==> config.mk <==
export PLATFORM = sky130hd
export DESIGN_NAME = sequenced_ring_topic_queue_core
export DESIGN_NICKNAME = d
export VERILOG_FILES = /design/src/hdl/srtq_pkg.sv /design/src/hdl/srtq_seq.sv /design/src/hdl/srtq_dp.sv /design/src/hdl/sequenced_ring_topic_queue_core.sv
export SDC_FILE = /design/constraint.sdc
export NUM_CORES = 2
export LEC_CHECK = 0
export ABC_AREA = 1
export BUFFER_PORTS_ARGS = -buffer_cell sky130_fd_sc_hd__buf_2
export CAP_MARGIN = 30
export CORE_MARGIN = 3
export CORE_UTILIZATION = 45
export DETAILED_ROUTE_END_ITERATION = 8
export GPL_ROUTABILITY_DRIVEN = 0
export MAX_ROUTING_LAYER = met4
export PLACE_DENSITY = 0.57
export SYNTH_ARGS = -nofsm -noshare
export SYNTH_HDL_FRONTEND = slang
export SYNTH_SLANG_ARGS = --single-unit
==> constraint.sdc <==
create_clock -name clk -period 5.75 [get_ports clk]
set_input_delay 0.575 -clock clk [delete_from_list [all_inputs] [get_ports clk]]
set_output_delay 0.575 -clock clk [all_outputs]
set_load 0.01 [all_outputs]
==> src/hdl/srtq_pkg.sv <==
// srtq_pkg: codes, microcode table and shared types of the sequenced ring queue.
// No dependencies; imported by every module of the block.
package srtq_pkg;

  localparam int KIND_W = 2;
  localparam int STAT_W = 3;
  localparam int SEQ_W  = 31;
  localparam int LAST_W = 32;
  localparam int STEP_W = 3;

  typedef logic [STEP_W-1:0] step_t;

  // request kinds
  localparam logic [KIND_W-1:0] K_ENQ  = 2'd0;
  localparam logic [KIND_W-1:0] K_DEQ  = 2'd1;
  localparam logic [KIND_W-1:0] K_READ = 2'd2;
  localparam logic [KIND_W-1:0] K_NOP  = 2'd3;

  // result status
  localparam logic [STAT_W-1:0] ST_DONE  = 3'd0;
  localparam logic [STAT_W-1:0] ST_FULL  = 3'd1;
  localparam logic [STAT_W-1:0] ST_EMPTY = 3'd2;
  localparam logic [STAT_W-1:0] ST_NONE  = 3'd3;
  localparam logic [STAT_W-1:0] ST_SKIP  = 3'd4;

  localparam logic [SEQ_W-1:0] SEQ_MAX = '1;

  typedef enum logic [2:0] {
    A_IDLE,
    A_ENQ,
    A_DEQ_CHK,
    A_DEQ_OUT,
    A_RD_CHK,
    A_RD_ADDR,
    A_RD_OUT,
    A_NOP
  } act_t;

  typedef enum logic [1:0] {
    J_KIND,
    J_NEXT,
    J_HOME,
    J_HOME_EMPTY
  } jmp_t;

  typedef struct packed {
    act_t act;
    jmp_t jmp;
  } uword_t;

  // program entry points
  localparam step_t S_HOME = 3'd0;
  localparam step_t S_ENQ  = 3'd1;
  localparam step_t S_DEQ  = 3'd2;
  localparam step_t S_READ = 3'd4;
  localparam step_t S_NOP  = 3'd7;

  localparam int UCODE_LEN = 8;

  localparam uword_t UCODE [UCODE_LEN] = '{
    '{act: A_IDLE,    jmp: J_KIND},
    '{act: A_ENQ,     jmp: J_HOME},
    '{act: A_DEQ_CHK, jmp: J_HOME_EMPTY},
    '{act: A_DEQ_OUT, jmp: J_HOME},
    '{act: A_RD_CHK,  jmp: J_HOME_EMPTY},
    '{act: A_RD_ADDR, jmp: J_NEXT},
    '{act: A_RD_OUT,  jmp: J_HOME},
    '{act: A_NOP,     jmp: J_HOME}
  };

  localparam step_t DISPATCH [4] = '{S_ENQ, S_DEQ, S_READ, S_NOP};

  typedef struct packed {
    act_t act;
    logic go;
    logic emit;
    logic load;
  } ctl_t;

  typedef struct packed {
    logic empty;
    logic out_free;
  } dp_stat_t;

endpackage

==> src/hdl/srtq_seq.sv <==
// srtq_seq: step counter and microcode fetch with conditional jumps.
// Depends on srtq_pkg (UCODE, DISPATCH, ctl_t, dp_stat_t).
module srtq_seq
  import srtq_pkg::*;
(
  input  logic                clk,
  input  logic                rst_n,
  input  logic                in_fire,
  input  logic [KIND_W-1:0]   in_kind,
  input  dp_stat_t            stat,
  output ctl_t                ctl,
  output logic                at_home
);

  step_t  step_r, step_nxt;
  step_t  target;
  uword_t uw;
  logic   emit;
  logic   go;

  always_comb begin
    uw = UCODE[step_r];
    unique case (uw.jmp)
      J_KIND:       target = DISPATCH[in_kind];
      J_NEXT:       target = step_r + step_t'(1);
      J_HOME:       target = S_HOME;
      J_HOME_EMPTY: target = stat.empty ? S_HOME : step_r + step_t'(1);
      default:      target = S_HOME;
    endcase
    emit = (uw.jmp != J_KIND) && (target == S_HOME);
    go   = (uw.jmp == J_KIND) ? in_fire : !(emit && !stat.out_free);
    step_nxt = go ? target : step_r;
    ctl.act  = uw.act;
    ctl.go   = go;
    ctl.emit = emit && go;
    ctl.load = (uw.jmp == J_KIND) && in_fire;
    at_home  = (step_r == S_HOME);
  end

  always_ff @(posedge clk) begin
    if (!rst_n) begin
      step_r <= S_HOME;
    end else begin
      step_r <= step_nxt;
    end
  end

endmodule

==> src/hdl/srtq_dp.sv <==
// srtq_dp: ring pointers, sequence counter, slot memory and result register.
// Depends on srtq_pkg; driven by the control word from srtq_seq.
module srtq_dp
  import srtq_pkg::*;
#(
  parameter int DEPTH        = 16,
  parameter int PAYLOAD_BITS = 32
) (
  input  logic                     clk,
  input  logic                     rst_n,
  input  ctl_t                     ctl,
  input  logic [PAYLOAD_BITS-1:0]  in_payload,
  input  logic [LAST_W-1:0]        in_last,
  input  logic                     out_tready,
  output dp_stat_t                 stat,
  output logic                     out_valid,
  output logic [STAT_W-1:0]        out_status,
  output logic [PAYLOAD_BITS-1:0]  out_payload,
  output logic [SEQ_W-1:0]         out_seq
);

  localparam int AW    = $clog2(DEPTH);
  localparam int CW    = $clog2(DEPTH + 1);
  localparam int ENT_W = SEQ_W + PAYLOAD_BITS;

  logic [ENT_W-1:0]        slot_r [DEPTH];
  logic [ENT_W-1:0]        mem_q_r;
  logic [PAYLOAD_BITS-1:0] pay_r;
  logic [LAST_W-1:0]       last_r;
  logic [AW-1:0]           head_r, tail_r, off_r;
  logic [CW-1:0]           count_r;
  logic [SEQ_W-1:0]        next_seq_r;
  logic                    hit_r, skip_r;
  logic                    out_valid_r;
  logic [STAT_W-1:0]       out_status_r;
  logic [PAYLOAD_BITS-1:0] out_payload_r;
  logic [SEQ_W-1:0]        out_seq_r;

  logic                    empty, full, refuse;
  logic [SEQ_W-1:0]        oldest;
  logic signed [LAST_W:0]  want, old_s, nxt_s, diff;
  logic [AW:0]             idx_sum;
  logic [AW-1:0]           idx, rd_addr;
  logic                    rd_en, wr_en;
  logic [STAT_W-1:0]       res_status;
  logic [PAYLOAD_BITS-1:0] res_payload;
  logic [SEQ_W-1:0]        res_seq;

  function automatic logic [AW-1:0] ring_next(input logic [AW-1:0] i);
    ring_next = (i == AW'(DEPTH - 1)) ? '0 : i + AW'(1);
  endfunction

  always_comb begin
    empty   = (count_r == '0);
    full    = (count_r == CW'(DEPTH));
    refuse  = full || (next_seq_r == SEQ_MAX);
    oldest  = next_seq_r - SEQ_W'(count_r);
    want    = $signed({last_r[LAST_W-1], last_r}) + 33'sd1;
    old_s   = $signed({2'b00, oldest});
    nxt_s   = $signed({2'b00, next_seq_r});
    diff    = want - old_s;
    idx_sum = {1'b0, head_r} + {1'b0, off_r};
    idx     = (idx_sum >= (AW+1)'(DEPTH)) ? AW'(idx_sum - (AW+1)'(DEPTH)) : idx_sum[AW-1:0];
    rd_addr = (ctl.act == A_RD_ADDR && hit_r) ? idx : head_r;
    rd_en   = ctl.go && (ctl.act == A_DEQ_CHK || ctl.act == A_RD_ADDR);
    wr_en   = ctl.go && (ctl.act == A_ENQ) && !refuse;
  end

  always_comb begin
    res_status  = ST_DONE;
    res_payload = '0;
    res_seq     = '0;
    unique case (ctl.act)
      A_ENQ: begin
        if (refuse) begin
          res_status = ST_FULL;
        end else begin
          res_seq = next_seq_r;
        end
      end
      A_DEQ_CHK, A_RD_CHK: begin
        res_status = ST_EMPTY;
      end
      A_DEQ_OUT: begin
        res_payload = mem_q_r[PAYLOAD_BITS-1:0];
        res_seq     = mem_q_r[ENT_W-1:PAYLOAD_BITS];
      end
      A_RD_OUT: begin
        if (hit_r || skip_r) begin
          res_status  = hit_r ? ST_DONE : ST_SKIP;
          res_payload = mem_q_r[PAYLOAD_BITS-1:0];
          res_seq     = mem_q_r[ENT_W-1:PAYLOAD_BITS];
        end else begin
          res_status = ST_NONE;
        end
      end
      default: begin
        res_status = ST_DONE;
      end
    endcase
  end

  // slot store: one write, one registered read
  always_ff @(posedge clk) begin
    if (wr_en) begin
      slot_r[tail_r] <= {next_seq_r, pay_r};
    end
    if (rd_en) begin
      mem_q_r <= slot_r[rd_addr];
    end
  end

  always_ff @(posedge clk) begin
    if (ctl.load) begin
      pay_r  <= in_payload;
      last_r <= in_last;
    end
    if (ctl.go && ctl.act == A_RD_CHK) begin
      hit_r  <= (want >= old_s) && (want < nxt_s);
      skip_r <= (want < old_s);
      off_r  <= diff[AW-1:0];
    end
    if (ctl.emit) begin
      out_status_r  <= res_status;
      out_payload_r <= res_payload;
      out_seq_r     <= res_seq;
    end
  end

  always_ff @(posedge clk) begin
    if (!rst_n) begin
      head_r      <= '0;
      tail_r      <= '0;
      count_r     <= '0;
      next_seq_r  <= '0;
      out_valid_r <= 1'b0;
    end else begin
      if (wr_en) begin
        tail_r     <= ring_next(tail_r);
        count_r    <= count_r + CW'(1);
        next_seq_r <= next_seq_r + SEQ_W'(1);
      end
      if (ctl.go && ctl.act == A_DEQ_OUT) begin
        head_r  <= ring_next(head_r);
        count_r <= count_r - CW'(1);
      end
      if (ctl.emit) begin
        out_valid_r <= 1'b1;
      end else if (out_tready) begin
        out_valid_r <= 1'b0;
      end
    end
  end

  assign stat.empty    = empty;
  assign stat.out_free = !out_valid_r || out_tready;
  assign out_valid     = out_valid_r;
  assign out_status    = out_status_r;
  assign out_payload   = out_payload_r;
  assign out_seq       = out_seq_r;

endmodule

==> src/hdl/sequenced_ring_topic_queue_core.sv <==
// Sequenced ring queue, top level. Program per request kind, from the home step that accepts:
// enqueue or unused kind: one action step; dequeue: check, output; read-next: check, address,
// output; an empty ring ends both at the check. Results are registered, slot data by a registered read.
// One request in flight; a waiting result stalls the program.
// Reset is synchronous, active low: clears step counter, pointers, fill count,
// sequence counter and output valid; the slot memory is not cleared.
module sequenced_ring_topic_queue_core
  import srtq_pkg::*;
#(
  parameter int DEPTH        = 16,
  parameter int PAYLOAD_BITS = 32,
  localparam int IN_W  = ((PAYLOAD_BITS + LAST_W + 7) / 8) * 8,
  localparam int OUT_W = ((PAYLOAD_BITS + SEQ_W + 7) / 8) * 8
) (
  input  logic                clk,
  input  logic                rst_n,
  input  logic                in_tvalid,
  output logic                in_tready,
  input  logic [IN_W-1:0]     in_tdata,   // payload_in, last_seen
  input  logic [KIND_W-1:0]   in_tuser,   // kind
  output logic                out_tvalid,
  input  logic                out_tready,
  output logic [OUT_W-1:0]    out_tdata,  // payload_out, seq_out
  output logic [STAT_W-1:0]   out_tuser   // status
);

  ctl_t                    ctl;
  dp_stat_t                stat;
  logic                    at_home;
  logic                    in_fire;
  logic [PAYLOAD_BITS-1:0] out_payload;
  logic [SEQ_W-1:0]        out_seq;

  assign in_tready = rst_n && at_home;
  assign in_fire   = in_tvalid && in_tready;

  srtq_seq u_seq (
    .clk     (clk),
    .rst_n   (rst_n),
    .in_fire (in_fire),
    .in_kind (in_tuser),
    .stat    (stat),
    .ctl     (ctl),
    .at_home (at_home)
  );

  srtq_dp #(
    .DEPTH        (DEPTH),
    .PAYLOAD_BITS (PAYLOAD_BITS)
  ) u_dp (
    .clk         (clk),
    .rst_n       (rst_n),
    .ctl         (ctl),
    .in_payload  (in_tdata[PAYLOAD_BITS-1:0]),
    .in_last     (in_tdata[PAYLOAD_BITS +: LAST_W]),
    .out_tready  (out_tready),
    .stat        (stat),
    .out_valid   (out_tvalid),
    .out_status  (out_tuser),
    .out_payload (out_payload),
    .out_seq     (out_seq)
  );

  assign out_tdata = OUT_W'({out_seq, out_payload});

endmodule

### Word-level counts from Yosys, hierarchy flattened

Memories as Yosys holds them, arrays and structs flattened. A register that Yosys moved wholly into a read port is not among the register bits.
Index checks and enable logic that the tools add are counted.

| storage, ports and cells | value |
|---|---|
| bits in registers | 184 |
| latch bits | 0 |
| bits in writable memories | 1008 |
| memory bits (read-only) | 40 |
| memories | 2 |

Memory list:

| name | depth | width | read ports | clocked after memory_dff | write ports | RTL line | text |
|---|---|---|---|---|---|---|---|
| u_dp.slot_r | 16 | 63 | 1 | 1 | 1 | srtq_dp.sv:26 | `logic [ENT_W-1:0] slot_r [DEPTH];` |
| (name not given) | 8 | 5 | 1 | 0 | 0 | srtq_seq.sv:22 | `uw = UCODE[step_r];` |

| cells by class | value |
|---|---|
| $add $sub $neg | 11 |
| multipliers | 0 |
| div/mod/pow operators | 0 |
| order comparisons | 6 |
| equality and inequality tests | 13 |
| shift-type cells | 0 |
| multiplexer cells | 27 |
| bitwise operators | 2 |
| reduce and logical (&&, ||, !) cells | 29 |

Operators by type and width:

| operator | count |
|---|---|
| $pmux W31 S3 | 1 |
| $lt A33 B32 Y1 | 2 |
| $pmux W32 S2 | 1 |
| $mux W31 | 2 |
| $add A32 B2 Y33 const B | 1 |
| $ge A33 B32 Y1 | 1 |
| $mux W32 | 1 |
| $add A31 B1 Y31 const B | 1 |
| $eq A31 B31 Y1 const B | 1 |
| $sub A31 B5 Y31 | 1 |
| $mux W5 | 4 |
| $mux W4 | 4 |
| $mux W3 | 5 |
| $logic_and A1 B1 Y1 | 13 |
| $pmux W3 S4 | 1 |
| $eq A3 B3 Y1 const B | 3 |
| $pmux W3 S3 | 1 |
| $add A4 B1 Y4 const B | 2 |
| $eq A4 B4 Y1 const B | 2 |
| $bmux W3 S2 | 1 |
| $eq A3 B2 Y1 const B | 2 |
| $logic_not A3 Y1 | 2 |
| $mux W1 | 6 |
| $reduce_bool A2 Y1 | 3 |
| other kinds (20) | 27 |

### Longest topological paths before layout

| logic depth | value |
|---|---|
| word-level depth | 15 |
| mapped depth | 24 |

### By module

From an unflattened synthesis, not the netlist that was laid out.

| second synthesis, totals | value |
|---|---|
| cell total of the unflattened synthesis | 4041 |
| area, all modules | 52032.4 sq um |

By module, submodules not included:

| module | instances | cells an instance | area each (sq um) |
|---|---|---|---|
| srtq_dp | 1 | 3975 | 51613.3 |
| srtq_seq | 1 | 60 | 390.4 |
| sequenced_ring_topic_queue_core | 1 | 6 | 28.8 |

### Worst setup path before layout

No wires, ideal clock.

| timing path | value |
|---|---|
| kind | register -> register |
| start | register u_dp.next_seq_r[0] |
| end | memory u_dp.slot_r[0][0] (netlist name) (enable) |
| setup time | 0.484 ns |
| arrival time | 4.474 ns |
| slack | 0.792 ns |
| cell stages (with the launch flop) | 14 |
| path buffers | 1 |
| clock period less this slack | 4.958 ns |
| cell sequence | dfxtp_1 > ha_1 > inv_1 > nor2_1 > nand2_1 > nor2_2 > nand2_1 > nand2_1 > nor2_2 > inv_2 > nor2_8 > buf_4 > nand2_1 > nor2_1 |

| on the way | value |
|---|---|
| longest elaborated chain between the ends | 6 |

RTL lines:

| element | RTL line | text |
|---|---|---|
| from (decl) | srtq_dp.sv:32 | `logic [SEQ_W-1:0] next_seq_r;` |
| from (signal assigned) | srtq_dp.sv:141 | `next_seq_r <= next_seq_r + SEQ_W'(1);` |
| $eq A31 B31 Y1 | srtq_dp.sv:56 | `refuse = full \|\| (next_seq_r == SEQ_MAX);` |
| $logic_or A1 B1 Y1 | srtq_dp.sv:56 |  |
| $logic_not A1 Y1 | srtq_dp.sv:66 | `wr_en = ctl.go && (ctl.act == A_ENQ) && !refuse;` |
| $logic_and A1 B1 Y1 | srtq_dp.sv:66 |  |
| $mux W1 | srtq_dp.sv:105 | `if (wr_en) begin` |
| $mux W1 (implied by the code) | srtq_dp.sv:106 | `slot_r[tail_r] <= {next_seq_r, pay_r};` |
| to (decl) | srtq_dp.sv:26 |  |

No other way between the ends.

### Final worst setup path

| timing path | value |
|---|---|
| start | register u_dp.next_seq_r[0] |
| end | memory u_dp.slot_r[0][59] (netlist name) (enable) |

The elaborated chain is that of the path after synthesis.

==> flow_results.org <==
** Drt
- Antenna violation net count after detailed routing :: 0
- Before antenna repair, the detailed router went through 5 iterations.
- WL per Instance :: 23.2 µm
- Via count of the routed design :: 32,900
- Number of remaining DRC errors :: 0
- Via-per-instance ratio :: 5.65
- The routed design has 135,000 µm of wire.
- For this block, the initial DRC count from the detailed router was 3,277.

** Layout
- Final core utilization :: 0.522
- Counting the fill cells in the layout gives 9,606.
- Proportion of layout cells with a drive suffix above 1 :: 0.103
- Across the whole layout, storage elements account for 0.0372 mm².
- Layout-stage area growth over the synthesis result :: 14.2%
- Final cell area excluding filler cells :: 0.0591 mm²
- Net count of the finished layout :: 4,385
- The number of antenna diodes in the final layout is 0.
- Area occupied by multi-input gates :: 0.0128 mm²

** Synth
- Counting flops with a built-in enable in the synthesized netlist gives 1,207.
- Post-synthesis instance area :: 0.0517 mm²
- Synthesis instantiated 50 different standard cells from the library.
- During synthesis, Yosys emitted a total of 0 warnings.
- Dividing the synthesized area by the synthesized cell count gives 12.7 µm².
- When the netlist entered floorplanning its net count stood at 4,222.
- Top_reg_cell synth :: sky130_fd_sc_hd__edfxtp_1
- The share of the Yosys chip area taken by registers is 0.719.
- The cell count after synthesis came out at 4,063.
- After synthesis the netlist holds a flip-flop and latch count of 1,255.
- Asr flop ratio synth :: 0

** Placed design
- Worst setup slack before clock tree synthesis :: 1.14 ns
- Count of buffers inserted at the top-level ports :: 137
- Detailed placement ended at an HPWL of 74,500 µm.
- The placed instances occupy a cell area of 0.0542 mm².

** STA
- Setup violations remaining at the end of the flow were counted as 0.
- Final worst slack :: 1.11 ns
- Min cycle time layout :: 4.64 ns
- Setup repair after global routing missed its margin :: false
- Number of max-slew violations in the final report :: 0
- Max-Slew Margin vs Limit :: 0.321
- The final-report hold violation count came to 0.
- Clock skew :: 0.0258 ns
- For the pin with the worst max-slew slack, the measured transition is 1.02 ns.
- Highest clock rate :: 216 MHz
- Share of the cycle needed by the critical path after routing :: 0.807
- Final total negative setup slack :: 0 ns

** Clock tree
- At the later pin of the worst-skew pair, clock insertion delay measures 0.75 ns.
- Clock transition at the register clock pins on the worst setup and hold paths after CTS :: 0.06 ns
- CTS max path bufs :: 3
- CTS resizes :: 0
- The clock drives 1,255 sinks.
- TritonCTS built the clock tree.
- Root cell of the clock tree :: sky130_fd_sc_hd__clkbuf_16
- Number of buffers added by the clock tree synthesis step :: 135
- Number of H-tree levels :: 4

** Worst hold path
- Tightest Hold Check Type :: in2reg
- The path with the worst hold slack has its endpoint at u_dp.pay_r[3]$_DFFE_PP_.
- Worst min-delay path startpoint :: in_tdata[3]
- Counting instances, the worst hold path has a depth of 1.

** Global route
- The via count of the first global-routing pass was 32,000.
- Initial antenna violation count :: 0
- After global routing the overflow that remains totals 0.
- Largest net degree at the start of global routing :: 209
- GRT Total Usage :: 0.229
- The first global-routing pass estimated 203,000 µm of wire.

** Power and ir drop
- Summed over all cells, the static leakage comes to 0.0193 µW.
- The worst-case IR drop observed on VDD is 0.329 mV.
- Power per standard cell area :: 414 mW/mm²

** Floorplan
- Starting utilization of the core area :: 0.457
- In this run the count of I/O pins placed on the die edge is 139.
- X dimension of the die :: 345 µm
- The die covers 0.119 mm².
- The initialized floorplan defines 123 standard-cell rows.
- In this run the vertical extent of the chip is 345 µm.
- The core region is 0.113 mm².

** Setup path
- STA classifies the critical path startpoint as a flip-flop.
- Reg-to-reg slack, setup :: 1.11 ns
- Most repeated library cell on the critical path :: sky130_fd_sc_hd__nand2_1
- Cell chain of the critical path :: ha_1, inv_1, nor2_1, nand2_1, nor2_2, nand2_1, nand2_1, nor2_2, inv_2, nor2_8, nand2_1, nor2_4, buf_4
- Nature of the critical path endpoint :: flip-flop
- For the worst flop-to-flop path, the logic depth is 13.
- Slowest stage cell, crit path :: sky130_fd_sc_hd__nor2_4
- Largest incremental delay on the critical path :: 0.76 ns
- By startpoint and endpoint, the worst setup path is classified as reg2reg.
- RR Startpoint :: u_dp.next_seq_r[0]$_SDFFE_PN0P_
- Data on the critical path is required at its endpoint by 6.17 ns.
- In this run the critical register-to-register path is captured at u_dp.slot_r[0][59]$_DFFE_PP_.
- Largest fanout on the critical path :: 41
- Data arrives at the worst endpoint at 5.06 ns.

** Run status
- Run status :: finished, final reports clean

** Run
- Number of max-capacitance violations reported :: 0
[through the flow]
| step | cells | total power [µW] | hold WS [ns] |
|---|---|---|---|
| 2_1_floorplan | 4063 | 14600 | 0.466 |
| 4_1_cts | 5828 | 24700 | 0.00756 |
| 3_3_place_gp | 5525 | 16300 | 0.483 |
| 6_report | 5829 | 24500 | 0.0483 |
| 3_5_place_dp | 5525 | 16300 | 0.488 |
| 5_1_grt | 5829 | 25600 | 0.0199 |
[per-layer routing]
| metal | vias to the layer above | track usage | wire length [µm] | share of wire |
|---|---|---|---|---|
| met5 | - | - | 0 | 0 |
| met4 | 0 | 0.0628 | 3030 | 0.022 |
| met3 | 186 | 0.0301 | 7050 | 0.052 |
| met2 | 978 | 0.362 | 65000 | 0.48 |
| met1 | 16500 | 0.314 | 60300 | 0.45 |
| li1 | 15300 | - | - | - |
[placed cells by master (no fill, tap or decap), types with 112 or more instances in the layout]
| cell | instances |
|---|---|
| sky130_fd_sc_hd__nor2_1 | 685 |
| sky130_fd_sc_hd__o22ai_1 | 158 |
| sky130_fd_sc_hd__nand2_1 | 346 |
| sky130_fd_sc_hd__o211ai_1 | 112 |
| sky130_fd_sc_hd__inv_1 | 190 |
| sky130_fd_sc_hd__o21ai_0 | 494 |
| sky130_fd_sc_hd__buf_2 | 137 |
| sky130_fd_sc_hd__edfxtp_1 | 1207 |
| sky130_fd_sc_hd__clkbuf_16 | 137 |
| sky130_fd_sc_hd__o221ai_1 | 127 |
[synthesized netlist by cell type (2+ instances only)]
cell type | count | share of area
sky130_fd_sc_hd__xnor2_1 | 8 | 0.0014
sky130_fd_sc_hd__nand2_1 | 346 | 0.025
sky130_fd_sc_hd__o21a_1 | 4 | 0.00058
sky130_fd_sc_hd__or2_2 | 2 | 0.00024
sky130_fd_sc_hd__a31oi_1 | 2 | 0.00024
sky130_fd_sc_hd__o22ai_1 | 158 | 0.019
sky130_fd_sc_hd__nor3_1 | 30 | 0.0029
sky130_fd_sc_hd__nor2_2 | 5 | 0.00060
sky130_fd_sc_hd__nor4_1 | 8 | 0.00097
sky130_fd_sc_hd__ha_1 | 85 | 0.021
sky130_fd_sc_hd__nor2_1 | 701 | 0.051
sky130_fd_sc_hd__buf_2 | 55 | 0.0053
sky130_fd_sc_hd__o21ai_2 | 3 | 0.00051
sky130_fd_sc_hd__o21ai_0 | 494 | 0.048
sky130_fd_sc_hd__nand3_1 | 41 | 0.0040
sky130_fd_sc_hd__xor2_1 | 80 | 0.014
sky130_fd_sc_hd__nand2_2 | 4 | 0.00048
sky130_fd_sc_hd__a21oi_1 | 67 | 0.0065
sky130_fd_sc_hd__nand3_2 | 2 | 0.00039
sky130_fd_sc_hd__inv_2 | 5 | 0.00036
sky130_fd_sc_hd__buf_4 | 12 | 0.0017
sky130_fd_sc_hd__o221ai_1 | 127 | 0.022
sky130_fd_sc_hd__edfxtp_1 | 1207 | 0.70
sky130_fd_sc_hd__fa_1 | 4 | 0.0015
sky130_fd_sc_hd__o21ai_1 | 43 | 0.0042
sky130_fd_sc_hd__nand4_1 | 19 | 0.0023
sky130_fd_sc_hd__clkbuf_1 | 169 | 0.012
sky130_fd_sc_hd__inv_1 | 193 | 0.014
sky130_fd_sc_hd__inv_4 | 3 | 0.00036
sky130_fd_sc_hd__nand2_4 | 2 | 0.00044
sky130_fd_sc_hd__a21o_1 | 2 | 0.00029
sky130_fd_sc_hd__buf_6 | 5 | 0.0011
sky130_fd_sc_hd__a211oi_1 | 2 | 0.00029
sky130_fd_sc_hd__dfxtp_1 | 48 | 0.019
sky130_fd_sc_hd__o211ai_1 | 112 | 0.016
[how the worst max path moves through the flow]
stage / startpoint / end / slack [ns] / depth (start not counted)
floorplan: u_dp.next_seq_r[0]$_SDFFE_PN0P_ / u_dp.slot_r[0][0]$_DFFE_PP_ / 0.79 / 13
global placement: u_dp.next_seq_r[0]$_SDFFE_PN0P_ / u_dp.slot_r[0][9]$_DFFE_PP_ / 1.22 / 13
detailed placement: u_dp.next_seq_r[0]$_SDFFE_PN0P_ / u_dp.slot_r[0][9]$_DFFE_PP_ / 1.14 / 13
CTS: u_dp.next_seq_r[0]$_SDFFE_PN0P_ / u_dp.slot_r[0][59]$_DFFE_PP_ / 1.10 / 13
global route: u_dp.next_seq_r[0]$_SDFFE_PN0P_ / u_dp.slot_r[0][59]$_DFFE_PP_ / 0.82 / 13
finish: u_dp.next_seq_r[0]$_SDFFE_PN0P_ / u_dp.slot_r[0][59]$_DFFE_PP_ / 1.11 / 13
[final cells by class]
class | count | share of cell area
inverters | 202 | 0.0136
multi-input cells | 2363 | 0.217
flip-flops and latches | 1255 | 0.630
clock inverters | 81 | 0.0125
well taps | 1500 | 0.0318
repair buffers | 269 | 0.0356
clock buffers | 159 | 0.0594
[registers in the layout, summed over array words and instances, names as in the netlist]
signal,flops
u_dp.slot_r,1008
u_dp.mem_q_r,63
u_dp.last_r,32
u_dp.out_payload,32
u_dp.pay_r,32
u_dp.next_seq_r,31
u_dp.out_seq,31
u_dp.count_r,5
u_dp.head_r,4
u_dp.off_r,4
u_dp.tail_r,4
u_dp.out_status,3
u_seq.step_r,3
u_dp.hit_r,1
u_dp.out_valid,1
u_dp.skip_r,1
[kinds of logic (layout without fill, tap and decap cells)]
kind of cell    count (synthesis)  in the layout  share of synthesized area
flops                        1255           1255                      0.719
simple gates                 1164           1164                     0.0893
compound gates               1020           1020                      0.118
buf+inv                       445            711                     0.0355
fa+ha+maj                      89             89                     0.0221
xor+xnor                       89             89                     0.0152
other cells                     1              1                  0.0000725
[timing repair]
item | 4_1_cts | 5_1_grt
hold endpoints to repair | 63 | 0
hold buffers | 63 | 0
setup buffers | 0 | 0
[worst max-delay path, delay by kind of cell, from the launching register on]
family,cells,cell delay [ns]
AND/OR/NAND/NOR,9,2.57
buffers and inverters,3,0.82
flip-flops,1,0.54
adder cells (fa/ha/maj),1,0.36
[power by group]
group	internal (µW)	switching, µW
combinational	1470	3230
clock	4760	3600
sequential	11000	401
(Power assumes the default switching activity.)
